<file path="src/rtl/core/rmcrw_pkg.sv">
// Shared types, codes and sizes for the reliable multicast receive window.
// No dependencies; used by every module under rtl/core.
package rmcrw_pkg;

    localparam int WINDOW  = 128;
    localparam int SLOT_W  = $clog2(WINDOW);
    localparam int CFG_IDX_W = 1;

    localparam logic [CFG_IDX_W-1:0] CFG_RETRY = 1'd0;
    localparam logic [CFG_IDX_W-1:0] CFG_ACK   = 1'd1;

    localparam logic [31:0] RETRY_RESET = 32'd1000000;
    localparam logic [15:0] ACK_RESET   = 16'd10;

    localparam logic [1:0] KIND_DATA  = 2'd0;
    localparam logic [1:0] KIND_HBEAT = 2'd1;
    localparam logic [1:0] KIND_FLUSH = 2'd2;
    localparam logic [1:0] KIND_NONE  = 2'd3;

    localparam logic [1:0] OK_STATUS = 2'd0;
    localparam logic [1:0] OK_REQ    = 2'd1;
    localparam logic [1:0] OK_ACK    = 2'd2;

    localparam logic [2:0] ST_STORED = 3'd0;
    localparam logic [2:0] ST_OLD    = 3'd1;
    localparam logic [2:0] ST_DUP    = 3'd2;
    localparam logic [2:0] ST_OVF    = 3'd3;
    localparam logic [2:0] ST_FLUSH  = 3'd4;

    typedef struct packed {
        logic [1:0]  kind;
        logic [31:0] seq;
        logic [31:0] now_us;
    } t_in_item;

    typedef struct packed {
        logic [1:0]  out_kind;
        logic [2:0]  status;
        logic [31:0] seq_out;
        logic [6:0]  slot;
        logic        write_payload;
        logic        last;
    } t_out_item;

    typedef enum logic [2:0] {
        CLS_IGNORE,
        CLS_FLUSH,
        CLS_OLD,
        CLS_OVF,
        CLS_APPEND,
        CLS_IN_DATA,
        CLS_IN_HBEAT
    } t_cls;

    typedef enum logic [1:0] {
        RES_STATUS,
        RES_REQ,
        RES_ACK
    } t_res;

    typedef struct packed {
        logic       load;
        logic       mark_step;
        logic       mark_own;
        logic       fill_own;
        logic       rd_seq;
        logic       rd_edge;
        logic       flush;
        logic       set_st;
        logic [2:0] st;
        logic       slot_en;
        logic       edge_init;
        logic       edge_inc;
        logic       div_start;
        logic       div_step;
        logic       decide;
        logic       push;
        t_res       res;
    } t_cmd;

    typedef struct packed {
        t_cls cls;
        logic mark_done;
        logic edge_more;
        logic rd_bit;
        logic div_last;
        logic req;
        logic ack;
        logic out_free;
    } t_sts;

endpackage

</file>
<file path="src/rtl/core/rmcrw_ctrl.sv">
// Sequencing state machine for the receive window.
// Depends on rmcrw_pkg; drives rmcrw_dp through command and status structs.
module rmcrw_ctrl (
    input  logic             i_clk,
    input  logic             i_rst_n,
    input  logic             i_in_valid,
    output logic             o_in_stall,
    input  rmcrw_pkg::t_sts  i_sts,
    output rmcrw_pkg::t_cmd  o_cmd
);
    import rmcrw_pkg::*;

    typedef enum logic [3:0] {
        S_IDLE, S_CLASS, S_MARK, S_DUP, S_EDGE_INIT, S_EDGE_RD, S_EDGE_CHK,
        S_DIV, S_DECIDE, S_STATUS, S_REQ, S_ACK
    } t_state;

    t_state r_state, n_state;

    assign o_in_stall = (r_state != S_IDLE);

    always_comb begin
        o_cmd   = '0;
        o_cmd.res = RES_STATUS;
        n_state = r_state;
        unique case (r_state)
            S_IDLE: begin
                if (i_in_valid) begin
                    o_cmd.load = 1'b1;
                    n_state = S_CLASS;
                end
            end
            S_CLASS: begin
                o_cmd.set_st = 1'b1;
                o_cmd.st = ST_STORED;
                o_cmd.slot_en = 1'b1;
                unique case (i_sts.cls)
                    CLS_IGNORE: n_state = S_IDLE;
                    CLS_FLUSH: begin
                        o_cmd.flush = 1'b1;
                        o_cmd.st = ST_FLUSH;
                        o_cmd.slot_en = 1'b0;
                        n_state = S_STATUS;
                    end
                    CLS_OLD: begin
                        o_cmd.st = ST_OLD;
                        o_cmd.slot_en = 1'b0;
                        n_state = S_STATUS;
                    end
                    CLS_OVF: begin
                        o_cmd.st = ST_OVF;
                        o_cmd.slot_en = 1'b0;
                        n_state = S_STATUS;
                    end
                    CLS_APPEND: n_state = S_MARK;
                    CLS_IN_DATA: begin
                        o_cmd.rd_seq = 1'b1;
                        n_state = S_DUP;
                    end
                    CLS_IN_HBEAT: n_state = S_EDGE_INIT;
                    default: n_state = S_IDLE;
                endcase
            end
            S_MARK: begin
                if (i_sts.mark_done) begin
                    o_cmd.mark_own = 1'b1;
                    n_state = S_EDGE_INIT;
                end else begin
                    o_cmd.mark_step = 1'b1;
                end
            end
            S_DUP: begin
                if (i_sts.rd_bit) begin
                    o_cmd.fill_own = 1'b1;
                    n_state = S_EDGE_INIT;
                end else begin
                    o_cmd.set_st = 1'b1;
                    o_cmd.st = ST_DUP;
                    o_cmd.slot_en = 1'b1;
                    n_state = S_STATUS;
                end
            end
            S_EDGE_INIT: begin
                o_cmd.edge_init = 1'b1;
                n_state = S_EDGE_RD;
            end
            S_EDGE_RD: begin
                if (i_sts.edge_more) begin
                    o_cmd.rd_edge = 1'b1;
                    n_state = S_EDGE_CHK;
                end else begin
                    o_cmd.div_start = 1'b1;
                    n_state = S_DIV;
                end
            end
            S_EDGE_CHK: begin
                if (i_sts.rd_bit) begin
                    o_cmd.div_start = 1'b1;
                    n_state = S_DIV;
                end else begin
                    o_cmd.edge_inc = 1'b1;
                    n_state = S_EDGE_RD;
                end
            end
            S_DIV: begin
                o_cmd.div_step = 1'b1;
                if (i_sts.div_last) n_state = S_DECIDE;
            end
            S_DECIDE: begin
                o_cmd.decide = 1'b1;
                n_state = S_STATUS;
            end
            S_STATUS: begin
                o_cmd.res = RES_STATUS;
                if (i_sts.out_free) begin
                    o_cmd.push = 1'b1;
                    if (i_sts.req)      n_state = S_REQ;
                    else if (i_sts.ack) n_state = S_ACK;
                    else                n_state = S_IDLE;
                end
            end
            S_REQ: begin
                o_cmd.res = RES_REQ;
                if (i_sts.out_free) begin
                    o_cmd.push = 1'b1;
                    n_state = i_sts.ack ? S_ACK : S_IDLE;
                end
            end
            S_ACK: begin
                o_cmd.res = RES_ACK;
                if (i_sts.out_free) begin
                    o_cmd.push = 1'b1;
                    n_state = S_IDLE;
                end
            end
            default: n_state = S_IDLE;
        endcase
    end

    always_ff @(posedge i_clk) begin
        if (!i_rst_n) begin
            r_state <= S_IDLE;
        end else begin
            r_state <= n_state;
        end
    end

    assert property (@(posedge i_clk) disable iff (!i_rst_n)
        o_cmd.push |-> i_sts.out_free)
        else $error("push into a full output register");
    assert property (@(posedge i_clk) disable iff (!i_rst_n)
        (r_state == S_DIV && !i_sts.div_last) |=> r_state == S_DIV)
        else $error("left the modulo loop early");
    assert property (@(posedge i_clk) disable iff (!i_rst_n)
        (r_state == S_IDLE && i_in_valid) |=> r_state == S_CLASS)
        else $error("item accepted without classification");

endmodule

</file>
<file path="src/rtl/core/rmcrw_dp.sv">
// Datapath: window registers, slot missing memory, modulo unit, output register.
// Depends on rmcrw_pkg; steered by rmcrw_ctrl.
module rmcrw_dp (
    input  logic                          i_clk,
    input  logic                          i_rst_n,
    input  rmcrw_pkg::t_in_item           i_in_item,
    input  logic                          i_cfg_we,
    input  logic [rmcrw_pkg::CFG_IDX_W-1:0] i_cfg_idx,
    input  logic [31:0]                   i_cfg_data,
    input  rmcrw_pkg::t_cmd               i_cmd,
    output rmcrw_pkg::t_sts               o_sts,
    output logic                          o_out_valid,
    input  logic                          i_out_stall,
    output rmcrw_pkg::t_out_item          o_out_item
);
    import rmcrw_pkg::*;

    logic        mem [WINDOW];
    logic [1:0]  r_kind;
    logic [31:0] r_seq, r_now;
    logic [31:0] r_ws, r_nfs, r_contig, r_lrs, r_lrt;
    logic [31:0] r_retry;
    logic [15:0] r_ack_iv;
    logic [31:0] r_mark, r_edge, r_orig, r_quo;
    logic [16:0] r_rem;
    logic [4:0]  r_div_cnt;
    logic [2:0]  r_st;
    logic        r_slot_en, r_wp, r_req, r_ack, r_rd_bit;
    logic        r_out_valid;
    t_out_item   r_out;

    logic [31:0] off, fill, nfs_m1, flush_tgt;
    logic [15:0] ai;
    logic [16:0] rem_sh;
    logic        gap, req_c, ack_c, out_free;
    logic [SLOT_W-1:0] rd_addr, wr_addr;
    logic        wr_en, wr_bit;
    t_cls        cls;

    assign off     = r_seq - r_ws;
    assign fill    = r_nfs - r_ws;
    assign nfs_m1  = r_nfs - 32'd1;
    assign ai      = (r_ack_iv == 16'd0) ? 16'd1 : r_ack_iv;
    assign rem_sh  = {r_rem[15:0], r_quo[31]};
    assign flush_tgt = (r_seq > r_nfs) ? r_nfs : r_seq;
    assign gap     = (r_nfs != 32'd0) && (r_edge < nfs_m1);
    assign req_c   = gap && (((r_now - r_lrt) > r_retry) || (r_edge != r_lrs));
    assign ack_c   = (r_rem == 17'd0) || ((r_edge - r_orig) > {16'd0, ai});
    assign out_free = !r_out_valid || !i_out_stall;

    always_comb begin
        if (r_kind == KIND_NONE)            cls = CLS_IGNORE;
        else if (r_kind == KIND_FLUSH)      cls = CLS_FLUSH;
        else if (r_seq < r_ws)              cls = CLS_OLD;
        else if (off >= fill) begin
            if (off >= 32'(WINDOW) || r_seq == '1) cls = CLS_OVF;
            else                                  cls = CLS_APPEND;
        end else if (r_kind == KIND_DATA)   cls = CLS_IN_DATA;
        else                                cls = CLS_IN_HBEAT;
    end

    always_comb begin
        rd_addr = i_cmd.rd_edge ? r_edge[SLOT_W-1:0] : r_seq[SLOT_W-1:0];
        wr_en   = i_cmd.mark_step | i_cmd.mark_own | i_cmd.fill_own;
        wr_addr = i_cmd.mark_step ? r_mark[SLOT_W-1:0] : r_seq[SLOT_W-1:0];
        wr_bit  = i_cmd.mark_step | (i_cmd.mark_own & (r_kind == KIND_HBEAT));
    end

    always_ff @(posedge i_clk) begin
        if (wr_en) mem[wr_addr] <= wr_bit;
        r_rd_bit <= mem[rd_addr];
    end

    always_comb begin
        o_sts.cls       = cls;
        o_sts.mark_done = (r_mark == r_seq);
        o_sts.edge_more = gap;
        o_sts.rd_bit    = r_rd_bit;
        o_sts.div_last  = (r_div_cnt == '1);
        o_sts.req       = r_req;
        o_sts.ack       = r_ack;
        o_sts.out_free  = out_free;
    end

    always_ff @(posedge i_clk) begin
        if (!i_rst_n) begin
            r_ws        <= '0;
            r_nfs       <= '0;
            r_contig    <= '0;
            r_lrs       <= '0;
            r_lrt       <= '0;
            r_retry     <= RETRY_RESET;
            r_ack_iv    <= ACK_RESET;
            r_out_valid <= 1'b0;
        end else begin
            if (i_cfg_we) begin
                unique case (i_cfg_idx)
                    CFG_RETRY: r_retry  <= i_cfg_data;
                    CFG_ACK:   r_ack_iv <= i_cfg_data[15:0];
                    default: ;
                endcase
            end
            if (i_cmd.flush && flush_tgt > r_ws) r_ws <= flush_tgt;
            if (i_cmd.mark_own) r_nfs <= r_seq + 32'd1;
            if (i_cmd.decide) begin
                r_contig <= r_edge;
                if (req_c) begin
                    r_lrs <= r_edge;
                    r_lrt <= r_now;
                end
            end
            if (i_cmd.push)            r_out_valid <= 1'b1;
            else if (!i_out_stall)     r_out_valid <= 1'b0;
        end
    end

    always_ff @(posedge i_clk) begin
        if (i_cmd.load) begin
            r_kind <= i_in_item.kind;
            r_seq  <= i_in_item.seq;
            r_now  <= i_in_item.now_us;
            r_mark <= r_nfs;
            r_wp   <= 1'b0;
            r_req  <= 1'b0;
            r_ack  <= 1'b0;
        end
        if (i_cmd.mark_step) r_mark <= r_mark + 32'd1;
        if (i_cmd.mark_own)  r_wp <= (r_kind == KIND_DATA);
        if (i_cmd.fill_own)  r_wp <= 1'b1;
        if (i_cmd.set_st) begin
            r_st      <= i_cmd.st;
            r_slot_en <= i_cmd.slot_en;
        end
        if (i_cmd.edge_init) begin
            r_orig <= r_contig;
            r_edge <= (r_contig < r_ws) ? r_ws : r_contig;
        end
        if (i_cmd.edge_inc) r_edge <= r_edge + 32'd1;
        if (i_cmd.div_start) begin
            r_quo     <= r_edge;
            r_rem     <= '0;
            r_div_cnt <= '0;
        end
        if (i_cmd.div_step) begin
            r_quo     <= {r_quo[30:0], 1'b0};
            r_rem     <= (rem_sh >= {1'b0, ai}) ? rem_sh - {1'b0, ai} : rem_sh;
            r_div_cnt <= r_div_cnt + 5'd1;
        end
        if (i_cmd.decide) begin
            r_req <= req_c;
            r_ack <= ack_c;
        end
        if (i_cmd.push) begin
            r_out.status        <= ST_STORED;
            r_out.seq_out       <= r_edge;
            r_out.slot          <= 7'(r_edge[SLOT_W-1:0]);
            r_out.write_payload <= 1'b0;
            case (i_cmd.res)
                RES_STATUS: begin
                    r_out.out_kind      <= OK_STATUS;
                    r_out.status        <= r_st;
                    r_out.seq_out       <= r_seq;
                    r_out.slot          <= r_slot_en ? 7'(r_seq[SLOT_W-1:0]) : 7'd0;
                    r_out.write_payload <= r_wp;
                    r_out.last          <= !(r_req || r_ack);
                end
                RES_REQ: begin
                    r_out.out_kind <= OK_REQ;
                    r_out.last     <= !r_ack;
                end
                default: begin
                    r_out.out_kind <= OK_ACK;
                    r_out.last     <= 1'b1;
                end
            endcase
        end
    end

    assign o_out_valid = r_out_valid;
    assign o_out_item  = r_out;

    assert property (@(posedge i_clk) disable iff (!i_rst_n)
        r_ws <= r_nfs)
        else $error("window start passed next free sequence");
    assert property (@(posedge i_clk) disable iff (!i_rst_n)
        (r_nfs - r_ws) <= 32'(WINDOW))
        else $error("window fill exceeds depth");
    assert property (@(posedge i_clk) disable iff (!i_rst_n)
        i_cmd.decide |=> r_contig >= r_ws)
        else $error("edge left behind window start");

endmodule

</file>
<file path="src/rtl/core/reliable_multicast_receive_window.sv">
// Receive window for one sequenced multicast stream: classifies data, heartbeat
// and flush items, tracks gaps in a 128-slot window and emits status, gap request
// and acknowledgement items. Depends on rmcrw_pkg, rmcrw_ctrl and rmcrw_dp.
// One item is handled at a time. Flush, old and overflow items go straight to the
// status output, waiting while it stalls; an unused kind is dropped; a duplicate is
// reported after one slot memory read. Other items make one slot memory write per
// skipped sequence, one memory read per edge step and a pass of the bit-serial
// modulo unit for the ack test, then emit their result items as the output frees.
module reliable_multicast_receive_window (
    input  logic                            i_clk,
    input  logic                            i_rst_n,
    input  logic                            i_in_valid,
    output logic                            o_in_stall,
    input  rmcrw_pkg::t_in_item             i_in_item,
    output logic                            o_out_valid,
    input  logic                            i_out_stall,
    output rmcrw_pkg::t_out_item            o_out_item,
    input  logic                            i_cfg_we,
    input  logic [rmcrw_pkg::CFG_IDX_W-1:0] i_cfg_idx,
    input  logic [31:0]                     i_cfg_data
);
    import rmcrw_pkg::*;

    t_cmd cmd;
    t_sts sts;

    rmcrw_ctrl u_ctrl (
        .i_clk      (i_clk),
        .i_rst_n    (i_rst_n),
        .i_in_valid (i_in_valid),
        .o_in_stall (o_in_stall),
        .i_sts      (sts),
        .o_cmd      (cmd)
    );

    rmcrw_dp u_dp (
        .i_clk       (i_clk),
        .i_rst_n     (i_rst_n),
        .i_in_item   (i_in_item),
        .i_cfg_we    (i_cfg_we),
        .i_cfg_idx   (i_cfg_idx),
        .i_cfg_data  (i_cfg_data),
        .i_cmd       (cmd),
        .o_sts       (sts),
        .o_out_valid (o_out_valid),
        .i_out_stall (i_out_stall),
        .o_out_item  (o_out_item)
    );

endmodule
</file>
<file path="config.mk">
export PLATFORM = sky130hd
export DESIGN_NAME = reliable_multicast_receive_window
export DESIGN_NICKNAME = d
export VERILOG_FILES = /design/src/rtl/core/rmcrw_pkg.sv /design/src/rtl/core/rmcrw_ctrl.sv /design/src/rtl/core/rmcrw_dp.sv /design/src/rtl/core/reliable_multicast_receive_window.sv
export SDC_FILE = /design/constraint.sdc
export NUM_CORES = 2
export LEC_CHECK = 0
export BUFFER_PORTS_ARGS = -buffer_cell sky130_fd_sc_hd__buf_2
export CORE_MARGIN = 8
export CORE_UTILIZATION = 40
export CTS_CLUSTER_SIZE = 30
export DETAILED_ROUTE_END_ITERATION = 8
export GPL_TIMING_DRIVEN = 0
export PLACE_DENSITY = 0.57
export SLEW_MARGIN = 40
export SYNTH_ARGS = -nofsm -noshare
export SYNTH_HDL_FRONTEND = slang
export SYNTH_SLANG_ARGS = --single-unit
</file>
<file path="constraint.sdc">
create_clock -name i_clk -period 10.15 [get_ports i_clk]
set_clock_uncertainty 0.2 [all_clocks]
set_input_delay 2.03 -clock i_clk [delete_from_list [all_inputs] [get_ports i_clk]]
set_output_delay 2.03 -clock i_clk [all_outputs]
set_load 0.1 [all_outputs]
</file>
Word-level counts from Yosys, hierarchy flattened:

Memory sizes are Yosys's and may differ from the RTL's. A register that Yosys moved wholly into a read port is not among the register bits.
Index checks and enable logic that the tools add are counted.

* register bits after elaboration: 482
* RAM bits: 128
* output and inout bits: 48
* word-level logic and storage cells: 187
* memories: 1

Memory list
* u_dp.mem: words 128, bits a word 1, read ports 1, clocked after memory_dff 1, write ports 1, RTL line rmcrw_dp.sv:18 `logic mem [WINDOW];`

* add/sub/neg operators: 10
* order comparisons: 10
* eq/ne operators: 32
* muxes and demuxes: 70
* bitwise gates (word level): 5
* reductions and logical operators: 29

Operators with widths (count)
* $mux W32: 8
* $sub A32 B32 Y32: 4
* $add A32 B1 Y32 const B: 3
* $gt A32 B32 Y1: 3
* $lt A32 B32 Y1: 3
* $mux W17: 3
* $pmux W4 S12: 1
* $mux W40: 1
* $mux W4: 9
* $eq A32 B32 Y1: 1
* $eq A32 B32 Y1 const B: 1
* $ge A32 B32 Y1: 1
* $ge A32 B8 Y1 const B: 1
* $gt A32 B16 Y1: 1
* $ne A32 B32 Y1: 1
* $reduce_bool A32 Y1: 1
* $sub A32 B1 Y32 const B: 1
* $mux W1: 26
* $mux W7: 3
* $ge A17 B16 Y1: 1
* $logic_not A17 Y1: 1
* $sub A17 B16 Y17: 1
* $eq A4 B3 Y1 const B: 4
* $eq A4 B4 Y1 const B: 4
* other kinds (35): 73

Logic depth before layout (Yosys ltp):

* word-level depth: 12
* gate-level depth with buffers: 30

By module:

Synthesis repeated with hierarchy kept, for this count alone.

* cell total of the unflattened synthesis: 4399
* area total of the unflattened synthesis: 40077.2 µm²

Modules (own cells, without submodules)
* rmcrw_dp: times used 1, cells an instance 4306, area each 39491.6 µm²
* rmcrw_ctrl: times used 1, cells an instance 93, area each 585.6 µm²

Least setup slack after synthesis:

No wires, ideal clock.

* path kind: register to register
* start: reg u_dp.r_nfs[13]
* end: reg u_dp.r_div_cnt[0] (enable)
* library setup time: 0.537 ns
* arrival: 7.649 ns
* data required time: 9.413 ns
* path slack: 1.764 ns
* cell stages (with the launch flop): 19
* period minus slack after synthesis: 8.386 ns
* cell sequence: dfxtp_1 buf_4 or4_4 nand4b_4 or4_1 nor2_1 nand2_1 nor4_1 xnor2_1 ha_1 and4_1 nand4_1 nor3_1 o31a_1 a31oi_1 buf_1 nand3_1 a21oi_1 o21ai_0

* cells in the longest elaborated chain, start to end: 6

Ends and longest elaborated chain
* from (decl): RTL line rmcrw_dp.sv:21 `logic [31:0] r_ws, r_nfs, r_contig, r_lrs, r_lrt;`
* from (signal assigned): RTL line rmcrw_dp.sv:104 `if (i_cmd.mark_own) r_nfs <= r_seq + 32'd1;`
* $sub A32 B1 Y32: RTL line rmcrw_dp.sv:42 `assign nfs_m1 = r_nfs - 32'd1;`
* $lt A32 B32 Y1: RTL line rmcrw_dp.sv:46 `assign gap = (r_nfs != 32'd0) && (r_edge < nfs_m1);`
* $logic_and A1 B1 Y1 *: RTL line rmcrw_dp.sv:46
* $mux W1 *: RTL line rmcrw_ctrl.sv:88 `if (i_sts.edge_more) begin`
* $pmux W1 S2 *: RTL line rmcrw_ctrl.sv:26 `unique case (r_state)`
* $reduce_bool A2 Y1 (no source line) *
* to (signal assigned): RTL line rmcrw_dp.sv:147 `r_div_cnt <= r_div_cnt + 5'd1;`
* to (decl): RTL line rmcrw_dp.sv:26 `logic [4:0] r_div_cnt;`

Every way passes the cells marked *; elsewhere a longest branch is shown, timed or not.
A chain may end at the register's enable or synchronous reset.

Final worst setup path:

* start: reg u_dp.r_nfs[2]
* end: reg u_dp.r_ws[29]

RTL lines
* $gt A32 B32 Y1: RTL line rmcrw_dp.sv:45 `assign flush_tgt = (r_seq > r_nfs) ? r_nfs : r_seq;`
* $mux W32: RTL line rmcrw_dp.sv:45
* net u_dp.flush_tgt[26]: RTL line rmcrw_dp.sv:32 `logic [31:0] off, fill, nfs_m1, flush_tgt;`
* $gt A32 B32 Y1: RTL line rmcrw_dp.sv:103 `if (i_cmd.flush && flush_tgt > r_ws) r_ws <= flush_tgt;`
* $logic_and A1 B1 Y1: RTL line rmcrw_dp.sv:103
* to (signal assigned): RTL line rmcrw_dp.sv:103
* to (decl): RTL line rmcrw_dp.sv:21

The timed path passes the listed nets, and every way through them passes these cells.

==> impl_results.md <==
- Status: completed
- Layout Area Growth over Synthesis: 13.04%
- Final Hold Viols: 0
- Critical path class: reg -> reg
- Compound-cell area share of the yosys netlist: 15.66%
- R2R depth: 23
- Total number of vias: 33.16k
- DR iter-0 viols: 2867
- Met2 wire length: 60.23 mm
- Ports: 152
- Port bufs: 150
- Combinational Power Share: 49.6%
- Final #Nets: 5075
- Seq cells post-synth: 611
- DP Wirelength: 102.6 mm
- Row cnt: 116
- Setup crit end kind: flop
- Syn_nets: 4828
- P_int: 0.006972 W
- Share of power burned in registers: 28.1%
- Mapped Area: 40180 µm²
- Post-synthesis adder-cell area fraction: 11.24%
- Die area: 110800 µm²
- Top FF cell, synth: edfxtp_1
- # DRC: 0
- CP Data Arrival Time: 7.81 ns
- CP Max Fanout: 10
- Worst-path clk slew: 0.06 ns
- Initial cell density of the core: 40.24%
- Synth Instances: 4366
- Setup tns final: 0 ns
- GRT Util Overall: 22.37%
- Clk pwr share: 22.3%
- Hold path cells: 2
- RSZ-0062 raised after global routing: false
- Largest area contributor in the netlist: edfxtp_1
- Number of routed nets with antenna violations: 0
- Total power: 0.01216 W
- Post_cts resized: 0
- # hold bufs at CTS: 0
- Worst slew pin tran: 0.8896 ns
- Clk sinks: 611
- Clock Latency Late Sink: 0.65 ns
- Met1 WL: 59.27 mm
- Routability cong.: 0.9527
- Synth async-reset ratio: 0%
- Drt wl/cell: 21.77 µm
- Synth cell count leaders: nand2_1, nor2_1, edfxtp_1
- Min cycle time layout: 7.451 ns
- Main combinational cell family by area after synthesis: simple AND/OR/NAND/NOR gates
- Pre-CTS setup slack: 2.860 ns
- Clk root buf: clkbuf_16
- Leading cell type by number of instances after synthesis: nand2_1
- Post-synthesis mux area share: 4.706%
- Synth top area share: 29.52%
- Final worst setup slack: 2.699 ns
- Nature of the critical path startpoint: flop
- Final setup fails: 0
- CTS tree: built
- Routed wire length: 130.0 mm
- Max Fclk: 134.2 MHz
- Post-CTS setup buffer count: 0
- Max Used Layer: met4
- Pwr Density: 267.7 nW/µm²
- Syn_area_per_cell: 9.202 µm²
- Placed Cells: 5835
- Final cell count without fillers: 5975
- Initial antenna violation count: 5
- Die Span X: 332.9 µm
- Class of the worst hold path: reg -> reg
- Largest net degree at the start of global routing: 36
- Ratio of final minimum period to clock period: 73.41%
- Critical Path RT: 10.51 ns
- Die height: 332.9 µm
- NetSw: 0.005186 W
- Top cells by area, synth: edfxtp_1, ha_1, dfxtp_1
- LEAKAGE: 17.85 nW
- Yosys cell types: 101
- Layout cells sized above 1: 8.321%
- Met3 WL: 7.266 mm
- Sw frac: 42.66%
- Vias in the first global route: 31.76k
- GRT overflow: 0
- Max transition margin: 40.15%
- Post-Synth XOR/XNOR Area: 6.060%
- Maximum VDD drop: 0.1965 mV
- Vias per Instance: 5.550
- Drt pass-1 iters: 6
- Yosys warns: 0
- Max Cap Viol: 0
- Register area share after synthesis: 40.29%
- First-pass GRT wire length: 192.8 mm
- Number of flops mapped to enable cells by yosys: 395
- Num CTS Buffers: 74
- Max Root-Sink Buffers: 3
- Max-slew violations: 0
- CTS H-tree lvls: 3
- Core Footprint: 99860 µm²
- Synth Area in Simple Gates: 17.09%
## critical path, stage by stage (launching register included)
cell and delay, ns:
dfxtp_1 0.48, inv_1 0.14, ha_1 0.34, a21o_1 0.18
a21o_1 0.17, a211o_1 0.28, a21o_1 0.18, a21o_1 0.18
a21oi_1 0.21, o32ai_1 0.18, o21ai_0 0.21, a21boi_0 0.11
o31ai_1 0.56, buf_2 0.47, mux2i_1 0.34, inv_1 0.08
ha_1 0.30, nand4_1 0.18, nor4_1 0.81, a21oi_1 0.21
a21oi_1 0.63, clkbuf_1 0.58, nor2_1 0.10, a211oi_1 0.22
## final timing paths
path,startpoint,end,slack [ns]
worst max-delay path,u_dp.r_nfs[2],u_dp.r_ws[29],2.70
worst min-delay path,u_dp.r_retry[8],u_dp.r_retry[8],0.25
worst max register to register,u_dp.r_nfs[2],u_dp.r_ws[29],2.70
worst min register to register,u_dp.r_retry[8],u_dp.r_retry[8],0.25
## cell type report
cell class | count | area [µm²]
antenna | 2 | 5.005
buffer | 219 | 934.6
clock buffer | 106 | 2138
clock inverter | 32 | 347.8
fill | 9698 | 54440
inverter | 283 | 1067
multi-input combinational | 3253 | 22090
sequential | 611 | 16190
tap | 1298 | 1624
timing repair buffer | 171 | 1026
## logic make-up after synthesis
group,Yosys count
XOR/XNOR,278
buffers and inverters,502
AO/OA/AOI/OAI,958
AND/OR/NAND/NOR,1477
multiplexers,182
flip-flops,611
adder cells (fa/ha/maj),358
## routing by layer
| layer | vias up | track usage (%) |
|---|---|---|
| met4 | 0 | 6.381 |
| met3 | 157 | 2.995 |
| met5 | - | 0 |
| met2 | 980 | 37.14 |
| met1 | 15880 | 30.41 |
| li1 | 16140 | - |
## placed cells by master (no fill, tap or decap), types with 55 or more instances in the layout
master     instances
ha_1             353
buf_2            177
clkbuf_16         79
mux2i_1          168
a211oi_1         100
a21oi_1          264
clkbuf_1         184
edfxtp_1         395
nand2_1          496
o21ai_0          183
and3_1            64
xnor2_1          163
nand3_1           89
nand2b_1          55
nand4_1           72
inv_1            280
nor2_1           452
dfxtp_1          216
xor2_1           115
a21o_1           106
## power groups by stage
stage,Combinational [W],Sequential [W],Clock [W]
after floorplan,0.00422,0.00342,0
after global placement,0.00585,0.00348,0
after detailed placement,0.00596,0.00345,0
after CTS,0.00600,0.00340,0.00277
after global routing,0.00658,0.00344,0.00285
final,0.00603,0.00341,0.00271
## per-stage QoR
step,area [µm²],util (%),hold slack (ns)
3_3_place_gp,42550,42.61,0.2438
5_1_grt,45410,45.48,0.2661
2_1_floorplan,40180,-,0.2363
6_report,45410,45.48,0.2547
4_1_cts,45410,45.47,0.2548
3_5_place_dp,42920,42.98,0.2467
## sequential cells by signal, indices dropped and copies added (netlist names), 3 cells and up
signal           flops
u_ctrl.r_state       4
u_dp.mem           128
u_dp.o_out_item     46
u_dp.r_ack_iv       16
u_dp.r_contig       32
u_dp.r_div_cnt       5
u_dp.r_edge         32
u_dp.r_lrs          32
u_dp.r_lrt          32
u_dp.r_mark         32
u_dp.r_nfs          32
u_dp.r_now          32
u_dp.r_orig         32
u_dp.r_quo          32
u_dp.r_rem          17
u_dp.r_retry        32
u_dp.r_seq          32
u_dp.r_st            3
u_dp.r_ws           32
Note: power is estimated with default switching activity, not from simulation.
